**src/design/rsds_pkg.sv**
```systemverilog
// Package for the raw string delimiter scanner.
// Holds the item types, the status codes, the character codes and the hash limit.
// No dependencies.
package rsds_pkg;

  localparam int unsigned MaxHashes = 255;
  localparam int unsigned CountW    = 8;

  localparam logic [7:0] ChR     = 8'h72;
  localparam logic [7:0] ChHash  = 8'h23;
  localparam logic [7:0] ChQuote = 8'h22;
  localparam logic [7:0] ChSpace = 8'h20;
  localparam logic [7:0] ChTab   = 8'h09;
  localparam logic [7:0] ChLf    = 8'h0A;
  localparam logic [7:0] ChCr    = 8'h0D;

  typedef enum logic [1:0] {
    StScan   = 2'd0,
    StAccept = 2'd1,
    StReject = 2'd2,
    StIdle   = 2'd3
  } status_e;

  typedef struct packed {
    logic       start_req;
    logic       raw_allowed;
    logic [7:0] char_code;
    logic       at_eof;
  } in_item_t;

  typedef struct packed {
    status_e           status;
    logic [CountW-1:0] hash_count;
  } out_item_t;

endpackage

```
**src/design/raw_string_delimiter_scanner.sv**
```systemverilog
// Raw string delimiter scanner: one character per item, one status per item.
// Input register, scanner state update, result register.
// Depends on rsds_pkg.
//
//   channel | valid       | stall       | payload
//   input   | in_valid_i  | in_stall_o  | in_i  (rsds_pkg::in_item_t)
//   output  | out_valid_o | out_stall_i | out_o (rsds_pkg::out_item_t)
//
// One item per cycle unless the output stalls. The scanner state and
// the result register update together in the cycle the captured item
// moves on. Reset puts the scanner in idle with both counts zero and
// empties both registers. A stall on the output holds the result and,
// once the input register is full, stalls the input.
module raw_string_delimiter_scanner (
  input  logic                clk_i,
  input  logic                rst_ni,
  input  logic                in_valid_i,
  output logic                in_stall_o,
  input  rsds_pkg::in_item_t  in_i,
  output logic                out_valid_o,
  input  logic                out_stall_i,
  output rsds_pkg::out_item_t out_o
);
  import rsds_pkg::*;

  typedef enum logic [2:0] {
    PhIdle   = 3'd0,
    PhPrefix = 3'd1,
    PhOpen   = 3'd2,
    PhBody   = 3'd3,
    PhClose  = 3'd4
  } phase_e;

  phase_e            phase_q, phase_d;
  logic [CountW-1:0] open_q, open_d;
  logic [CountW-1:0] close_q, close_d;
  logic              in_vld_q;
  in_item_t          in_q;
  logic              out_vld_q;
  out_item_t         out_q, out_d;
  logic              advance;
  logic              in_take;

  assign advance    = in_vld_q && (!out_vld_q || !out_stall_i);
  assign in_stall_o = in_vld_q && !advance;
  assign in_take    = in_valid_i && !in_stall_o;

  assign out_valid_o = out_vld_q;
  assign out_o       = out_q;

  always_comb begin
    phase_e    ph;
    status_e   st;
    logic      is_ws;
    logic      done;
    ph       = phase_q;
    open_d   = open_q;
    close_d  = close_q;
    st       = StScan;
    done     = 1'b0;
    is_ws    = (in_q.char_code == ChSpace) || (in_q.char_code == ChTab) ||
               (in_q.char_code == ChLf) || (in_q.char_code == ChCr);
    out_d    = '{status: StIdle, hash_count: '0};
    if (in_q.start_req) begin
      open_d  = '0;
      close_d = '0;
      ph      = PhPrefix;
    end
    if (in_q.start_req && !in_q.raw_allowed) begin
      ph   = PhIdle;
      st   = StReject;
      done = 1'b1;
      out_d = '{status: StReject, hash_count: '0};
    end else begin
      unique case (ph)
        PhPrefix, PhOpen, PhBody, PhClose: begin
          if (in_q.at_eof) begin
            st = StReject;
            ph = PhIdle;
          end else begin
            unique case (ph)
              PhPrefix: begin
                if (in_q.char_code == ChR) begin
                  ph = PhOpen;
                end else if (!is_ws) begin
                  st = StReject;
                  ph = PhIdle;
                end
              end
              PhOpen: begin
                if (in_q.char_code == ChHash) begin
                  if (open_d >= CountW'(MaxHashes)) begin
                    st = StReject;
                    ph = PhIdle;
                  end else begin
                    open_d = open_d + 1'b1;
                  end
                end else if (in_q.char_code == ChQuote) begin
                  ph = PhBody;
                end else begin
                  st = StReject;
                  ph = PhIdle;
                end
              end
              default: begin
                if (ph == PhClose && in_q.char_code == ChHash) begin
                  close_d = close_d + 1'b1;
                  if (close_d == open_d) begin
                    st = StAccept;
                    ph = PhIdle;
                  end
                end else if (in_q.char_code == ChQuote) begin
                  if (open_d == '0) begin
                    st = StAccept;
                    ph = PhIdle;
                  end else begin
                    ph      = PhClose;
                    close_d = '0;
                  end
                end else begin
                  ph = PhBody;
                end
              end
            endcase
          end
          out_d = '{status: st, hash_count: open_d};
        end
        default: begin
          ph    = PhIdle;
          out_d = '{status: StIdle, hash_count: '0};
        end
      endcase
    end
    phase_d = (done) ? PhIdle : ph;
  end

  always_ff @(posedge clk_i or negedge rst_ni) begin
    if (!rst_ni) begin
      phase_q   <= PhIdle;
      open_q    <= '0;
      close_q   <= '0;
      in_vld_q  <= 1'b0;
      out_vld_q <= 1'b0;
    end else begin
      if (in_take) begin
        in_vld_q <= 1'b1;
      end else if (advance) begin
        in_vld_q <= 1'b0;
      end
      if (advance) begin
        phase_q   <= phase_d;
        open_q    <= open_d;
        close_q   <= close_d;
        out_vld_q <= 1'b1;
      end else if (!out_stall_i) begin
        out_vld_q <= 1'b0;
      end
    end
  end

  always_ff @(posedge clk_i) begin
    if (in_take) begin
      in_q <= in_i;
    end
    if (advance) begin
      out_q <= out_d;
    end
  end

endmodule

```
**config.mk**
```make
export PLATFORM = sky130hd
export DESIGN_NAME = raw_string_delimiter_scanner
export DESIGN_NICKNAME = d
export VERILOG_FILES = /design/src/design/rsds_pkg.sv /design/src/design/raw_string_delimiter_scanner.sv
export SDC_FILE = /design/constraint.sdc
export NUM_CORES = 1
export LEC_CHECK = 0
export ABC_CLOCK_PERIOD_IN_PS = 3350
export BUFFER_PORTS_ARGS = -buffer_cell sky130_fd_sc_hd__buf_2
export CAP_MARGIN = 0
export CORE_AREA = 8 8 86 88
export CTS_CLUSTER_DIAMETER = 50
export DETAILED_ROUTE_END_ITERATION = 10
export DIE_AREA = 0 0 94 96
export PLACE_DENSITY_LB_ADDON = 0.08
export SLEW_MARGIN = 10
export SYNTH_ARGS = -nofsm -noshare
export SYNTH_HDL_FRONTEND = slang
export SYNTH_SLANG_ARGS = --single-unit
```
**constraint.sdc**
```tcl
create_clock -name clk_i -period 3.35 [get_ports clk_i]
set_input_delay 0.1675 -clock clk_i [delete_from_list [all_inputs] [get_ports clk_i]]
set_output_delay 0.1675 -clock clk_i [all_outputs]
set_load 0.05 [all_outputs]
```
# Yosys cells after proc, flatten, opt, wreduce, memory -nomap -nowiden
# Cells that the tools add are included.
[totals]
regBits = 42
elab_cells = 96
[op_classes]
addsub = 2
n_lt_le_gt_ge = 1
eq_ne = 13
mux = 47
bitwise = 1
reduce_logical = 20
[ops]
columns = ["op", "count"]
rows = [
  ["$mux W8", 15],
  ["$mux W3", 13],
  ["$eq A8 B4 Y1 const B", 3],
  ["$eq A8 B6 Y1 const B", 3],
  ["$add A8 B1 Y8 const B", 2],
  ["$mux W2", 7],
  ["$mux W1", 9],
  ["$mux W9", 1],
  ["$eq A8 B7 Y1 const B", 1],
  ["$eq A8 B8 Y1", 1],
  ["$ge A8 B8 Y1 const B", 1],
  ["$logic_not A8 Y1", 1],
  ["$eq A3 B2 Y1 const B", 2],
  ["$pmux W3 S2", 1],
  ["$logic_and A1 B1 Y1", 5],
  ["$logic_not A1 Y1", 5],
  ["$logic_or A1 B1 Y1", 4],
  ["$pmux W2 S2", 1],
  ["$reduce_or A2 Y1", 2],
  ["$reduce_or A4 Y1", 1],
  ["$eq A3 B1 Y1 const B", 1],
  ["$eq A3 B3 Y1 const B", 1],
  ["$reduce_or A3 Y1", 1],
  ["$ne A2 B1 Y1 const B", 1],
  ["2 further kinds", 2],
]

# Depth between registers and ports, before layout
# Gate-level depths: netlist of run 1.
[depth]
word_depth = 11
mapped_depth = 10
ltp_nobuf = 9

# Least setup slack after synthesis of run 1
# OpenSTA, ideal clock, no wires.
[synth_timing]
kind = "register to register"
startpoint = "reg in_q[10] (netlist name)"
endpoint = "reg phase_q[2]"
setup_ps = 146
t_arrival_ps = 2351
required_time_ps = 3204
path_slack_ps = 853
stages_incl_launch_ff = 11
n_path_buf = 3
synth_period_minus_slack_ps = 2497
path_cell_list = "edfxtp_1 buf_6 buf_2 clkbuf_1 nor2b_1 ha_1 nand3_1 or3_1 a2111o_1 o2111ai_2 o221ai_2"
[synth_between]
elab_chain_cells = 10
word_cells_on_any_way = 28
cone_classes = "add/sub: 1; order compare: 1; eq/ne: 5; mux: 17; reduce/logical: 4"
[synth_lines]
columns = ["item", "line_no", "rtl"]
rows = [
  ["start: declaration", "raw_string_delimiter_scanner.sv:38", "in_item_t in_q;"],
  ["start signal: assignment", "raw_string_delimiter_scanner.sv:163", "in_q <= in_i;"],
  ["$mux W8", "raw_string_delimiter_scanner.sv:64", "if (in_q.start_req) begin"],
  ["$add A8 B1 Y8 or $logic_not A8 Y1 (tied branches)", "raw_string_delimiter_scanner.sv:107, raw_string_delimiter_scanner.sv:113", ""],
  ["$eq A8 B8 Y1 or $mux W3 (tied branches)", "raw_string_delimiter_scanner.sv:108, raw_string_delimiter_scanner.sv:113", ""],
  ["$mux W3, on equally long branches", "raw_string_delimiter_scanner.sv:108, raw_string_delimiter_scanner.sv:112", ""],
  ["$mux W3", "raw_string_delimiter_scanner.sv:106", "if (ph == PhClose && in_q.char_code == ChHash) begin"],
  ["$pmux W3 S2", "raw_string_delimiter_scanner.sv:81", "unique case (ph)"],
  ["$mux W3", "raw_string_delimiter_scanner.sv:77", "if (in_q.at_eof) begin"],
  ["$mux W3", "raw_string_delimiter_scanner.sv:75", "unique case (ph)"],
  ["$mux W3", "raw_string_delimiter_scanner.sv:69", "if (in_q.start_req && !in_q.raw_allowed) begin"],
  ["$mux W3 (*)", "raw_string_delimiter_scanner.sv:134", "phase_d = (done) ? PhIdle : ph;"],
  ["end signal: assignment", "raw_string_delimiter_scanner.sv:139", "phase_q <= PhIdle;"],
  ["end signal: assignment", "raw_string_delimiter_scanner.sv:151", "phase_q <= phase_d;"],
  ["end: declaration", "raw_string_delimiter_scanner.sv:34", "phase_e phase_q, phase_d;"],
]
# Mark *: on every way between the ends. The rest lies on a longest branch, timed or not.
# A chain may end at the register's enable or synchronous reset.

# Worst setup path after layout of run 1
[layout_timing]
startpoint = "reg in_q[10] (netlist name)"
endpoint = "reg out_q (netlist bit out_o[5]), data pin"
[layout_between]
elab_chain_cells = 6
word_cells_on_any_way = 16
cone_classes = "add/sub: 1; order compare: 1; eq/ne: 4; mux: 6; bitwise: 1; reduce/logical: 3"
[layout_lines]
columns = ["item", "line_no", "rtl"]
rows = [
  ["$mux W8", "raw_string_delimiter_scanner.sv:64", ""],
  ["$add A8 B1 Y8 or $ge A8 B8 Y1 (tied branches)", "raw_string_delimiter_scanner.sv:96, raw_string_delimiter_scanner.sv:92", ""],
  ["$mux W8", "raw_string_delimiter_scanner.sv:92", "if (open_d >= CountW'(MaxHashes)) begin"],
  ["$mux W8", "raw_string_delimiter_scanner.sv:91", "if (in_q.char_code == ChHash) begin"],
  ["$mux W8", "raw_string_delimiter_scanner.sv:81", ""],
  ["$mux W8", "raw_string_delimiter_scanner.sv:77", ""],
  ["end signal: assignment", "raw_string_delimiter_scanner.sv:166", "out_q <= out_d;"],
  ["end: declaration", "raw_string_delimiter_scanner.sv:40", "out_item_t out_q, out_d;"],
]
# Several ways; a longest one is shown, not always the timed one.

==> metrics, run 1 <==
status=finished, final reports clean; CP endpoint kind=flip-flop; mapped cell area=2630 um^2; first-pass GRT wire length=9790 um; Post-synth ARST share=50.0%; total power=1.05 mW; Tightest Pin Transition=0.689 ns; number of H-tree levels=2; post-synthesis xor/xnor area fraction=5.66%; min-delay worst type=input pin to flip-flop; I/O pins=27; Final Slew Violations=0; power per standard cell area=364 nW/um^2; Area Overhead vs Synth=9.98%; antenna-violating nets left=0; Non-Filler Instances=360; Ys Warns=0; post-cts hold buffer count=1; I/O Buffers=26; syn_area_per_cell=10.1 um^2; die span in y=96 um; drt drc=0; layout cells sized above 1=19.8%; setup TNS=0 ns; CTS Buffer Depth=2; vias in the first global route=1972; Setup Fix Bufs, Post-CTS=0; final core area utilization=47.5%; final hold vios=0; Synth Area in Simple Gates=26.6%; data required time of the worst path=3.50 ns; highest clock rate=382 MHz; placed instance area=2800 um^2; clock transition at the registers of the reported paths=0.08 ns; Seq/Total Area, Yosys=43.9%; Hold Startpoint=in_i[1]; Synth Flop Type=edfxtp_1; largest family of logic cells by synthesized area=simple AND/OR/NAND/NOR gates; post-route cell area=2900 um^2; leak pwr=1.08 nW; routability cong.=0.833; die area=9020 um^2; R2R Setup Slk=0.73 ns; clock skew=0.0105 ns; worst skew pair latency=0.30 ns; Detailed Place HPWL=4410 um; CTS buffer count=5; mux cell area share after synthesis=1.95%; Slew Limit Headroom=53.7%; Initial Util=43.2%; via count=2040; DR WL/cell=16.3 um; RSZ-0062 raised after global routing=no; most common cell after layout, fill and taps aside=buf_2; WS Path Type=flip-flop to flip-flop; CTS tree=done; post-cts resize count=0; initial antenna violation count=0; worst reg2reg path depth=9; Syn Nets=278; startpoint types=flip-flop; crit share post-route=78.1%; TritonCTS Sinks=42; Crit Path Max Fanout=9; crit path cell chain=inv_1, nand2_1, inv_1, ha_1, nand2_1, nor3_2, nor4_2, or3_1, a21oi_1; VDD IR max=192 uV; Critical-path top delay cell=edfxtp_1; largest net degree at the start of global routing=22; complex-gate fraction of the synthesized area=16.2%; WP data arrival=2.76 ns; commonest non-fill, non-tap cells in the layout=buf_2, nor2_1, dfrtp_1, edfxtp_1; starting DRC count in detailed routing=123; All-Layer GR Usage=13.8%; Die X=94 um; Net count, final=300; min Tclk post-route=2.62 ns; CTS root buffer=clkbuf_8; Synth Area in Adders=1.43%; Synth cell types=60; routed vias/inst=5.67; antenna cells=0; CP max stage delay=0.56 ns; core area=6100 um^2; Hold Path Depth=1; Mapped Cells=260; Post-synth EDFFs=21; Pre-antenna DRT Iters=4; r2r endpoint=out_o[5]; # setup viols final=0; Cells after DPL=351; gr ovfl total=0; FF+latch count, synth=42; Max-Cap Viols=0; final wirelength=5850 um; R2R Path Start=in_q[10]; Hold EP=in_q[1]; row count=29
## cell type report
type | instances | area [um^2]
Inverter | 10 | 37.5
Tap cell | 77 | 96.3
Sequential cell | 42 | 1160
Fill cell | 595 | 3200
Clock inverter | 2 | 13.8
Timing Repair Buffer | 29 | 155
Multi-Input combinational cell | 194 | 1360
Clock buffer | 6 | 72.6
## synth_stat cells, types with 4 or more instances
master,number,area share (%)
dfrtp_1,21,20
edfxtp_1,21,24
nor2_1,21,3.0
nand2_1,16,2.3
xnor2_1,16,5.3
o21ai_0,13,2.5
a21oi_1,12,2.3
nand3_1,11,2.1
inv_1,10,1.4
buf_2,9,1.7
nand2b_1,9,2.1
nor3_1,7,1.3
o21a_1,6,1.7
nor2b_1,5,1.2
o21ai_1,5,0.95
or3_1,5,1.2
a32o_1,4,1.5
mux2i_1,4,1.5
nor3_2,4,1.5
## routing by layer
metal	wire [um]	global-route usage, %	vias up	part of all wire, %
met5	0	0	-	0
met4	116	5.68	0	2.0
met3	249	3.35	10	4.3
met2	2770	22.8	47	47
met1	2720	17.0	990	46
li1	-	-	993	-
## per-stage QoR
stage	hold WS, ns	worst slack, ns
after floorplan	-0.128	0.853
after global placement	0.187	0.787
after detailed placement	0.180	0.751
after CTS	0.0292	0.730
after global routing	0.0241	0.503
final	0.0404	0.733
## sequential cells by signal, indices dropped and copies added, names as in the netlist
name         cells
out_o           10
out_valid_o      1
phase_q          3
open_q           8
in_q            11
close_q          8
in_vld_q         1
## report_power, final
group | internal (mW) | total, mW | leakage [nW] | switching [mW]
sequential | 0.566 | 0.585 | 0.490 | 0.0189
combinational | 0.0432 | 0.142 | 0.542 | 0.0988
clock | 0.147 | 0.326 | 0.0452 | 0.179
total | 0.756 | 1.05 | 1.08 | 0.297
## logic make-up (layout without fill, tap and decap cells)
kind of cell               count (synthesis)  count (layout)
muxes                                      5               5
AOI/OAI and AO/OA                         61              61
buffers and inverters                     24              47
xor gates and xnor gates                  17              17
DFF                                       42              42
adders and majority gates                  3               3
and+or+nand+nor                          108             108
## worst max-delay path by stage
stage	from	to
6_report	in_q[10]	out_o[5]
5_1_grt	in_q[10]	out_o[5]
4_1_cts	in_q[10]	out_o[5]
3_5_place_dp	in_q[10]	out_o[5]
3_3_place_gp	in_q[10]	out_o[5]
2_1_floorplan	in_q[10]	phase_q[2]
## worst max-delay path: cells and delay by family, from the launching register on
| kind | cells | cell delay, ns |
|---|---|---|
| DFF | 1 | 0.56 |
| AOI/OAI and AO/OA | 1 | 0.14 |
| and+or+nand+nor | 5 | 1.17 |
| buffers and inverters | 2 | 0.38 |
| adders and majority gates | 1 | 0.21 |
Note: power is estimated with default switching activity, not from simulation.
==> run 2: changes to the inputs <==
ABC_CLOCK_PERIOD_IN_PS = 2600   (was 3350)
clock period = 2.6 ns   (was 3.35 ns; I/O delays follow)
==> metrics, run 2 (synthesized netlist as in run 1, its figures left out) <==
CTS tree=done; final worst setup slack=0.277 ns; Die X=94 um; Crit Path Max Fanout=5; clock transition at the registers of the reported paths=0.08 ns; antenna-violating nets left=0; I/O Buffers=26; CP startpoint=in_q[10]; # setup viols final=0; Biggest register=in_q; starting DRC count in detailed routing=98; All-Layer GR Usage=15.3%; die span in y=96 um; largest net degree at the start of global routing=22; Initial Util=43.2%; Final Slew Violations=0; final wirelength=6360 um; post-route cell area=3080 um^2; startpoint types=flip-flop; setup TNS=0 ns; Max-Cap Viols=0; DR WL/cell=16.8 um; number of flip-flops in the largest register=11; post-cts resize count=0; clock skew=0.0101 ns; total power=1.49 mW; Hold Startpoint=in_i[8]; data required time of the worst path=2.79 ns; final hold vios=0; gr ovfl total=0; Detailed Place HPWL=4640 um; worst skew pair latency=0.30 ns; TritonCTS Sinks=42; min Tclk post-route=2.32 ns; drt drc=0; commonest non-fill, non-tap cells in the layout=buf_2, nor2_1, dfrtp_1, edfxtp_1; most common cell after layout, fill and taps aside=buf_2; core area=6100 um^2; routability cong.=0.856; via count=2078; row count=29; I/O pins=27; WP data arrival=2.51 ns; Tightest Pin Transition=0.536 ns; Slew Limit Headroom=64.0%; Pre-antenna DRT Iters=4; first-pass GRT wire length=10900 um; crit share post-route=89.4%; number of H-tree levels=2; R2R Path Start=in_q[10]; VDD IR max=227 uV; Area Overhead vs Synth=16.9%; antenna cells=0; power per standard cell area=484 nW/um^2; RSZ-0062 raised after global routing=no; Non-Filler Instances=378; vias in the first global route=2139; CP endpoint kind=flip-flop; status=finished, final reports clean; initial antenna violation count=0; layout cells sized above 1=21.6%; Net count, final=318; routed vias/inst=5.50; placed instance area=2870 um^2; leak pwr=1.17 nW; CTS root buffer=clkbuf_8; Cells after DPL=360; CTS buffer count=5; highest clock rate=430 MHz; min-delay worst type=input pin to flip-flop; die area=9020 um^2; WS Path Type=flip-flop to flip-flop; CTS Buffer Depth=2; dpl ws=0.294 ns
==> run 2: cell types whose count changed in the layout (fill, tap and decap cells not counted) <==
cell           change
buf_4              +9
clkinv_4           -1
clkinvlp_4         +1
dlygate4sd3_1      +9
clkinv_2           -1
bufinv_16          +1
==> run 2: per-stage QoR <==
stage | util [%] | hold slack [ns]
global placement | 47.0 | 0.154
global route | 50.5 | 0.00601
floorplan | - | -0.166
detailed placement | 47.0 | 0.155
finish | 50.5 | 0.0146
CTS | 50.5 | 0.0103
==> run 2: timing repair <==
| item | 4_1_cts | 5_1_grt |
|---|---|---|
| hold endpoints to repair | 30 | 0 |
| setup buffers | 0 | 0 |
| hold buffers | 10 | 0 |
==> run 2: final timing paths <==
path                               endpoint  slack, ns  cells after the start
min in group asynchronous         open_q[2]       0.34                      2
worst max register to register   close_q[3]       0.28                      8
max in group asynchronous       out_valid_o       1.89                      2
worst min-delay path                in_q[8]       0.01                      1
worst min register to register  out_valid_o       0.50                      1
worst max-delay path             close_q[3]       0.28                      8
==> run 2: where the power goes <==
group / switching [mW] / internal (mW) / total, mW
combinational: 0.137 / 0.0737 / 0.211
clock: 0.239 / 0.287 / 0.526
sequential: 0.0240 / 0.729 / 0.753
==> run 2: final cells by class <==
cell class                      instances  area [um^2]
Fill cell                             592         3020
Clock inverter                          2         37.5
Multi-Input combinational cell        194         1360
Clock buffer                            6         72.6
Inverter                               10         37.5
Tap cell                               77         96.3
Timing Repair Buffer                   47          313
Sequential cell                        42         1160
==> run 2: per-layer routing <==
metal / GRT usage, % / wire length [um] / share of wire (%)
met1: 19.6 / 3050 / 48
met2: 25.3 / 2990 / 47
met3: 3.43 / 243 / 3.8
met4: 3.96 / 70 / 1.1
met5: 0 / 0 / 0
==> run 2: critical path, stage by stage, from the launching register on <==
cell      delay, ns
edfxtp_1       0.45
and2b_1        0.32
inv_1          0.06
ha_1           0.18
nor3b_1        0.15
a21o_1         0.21
o21ai_0        0.26
nand3_1        0.26
a32o_1         0.32
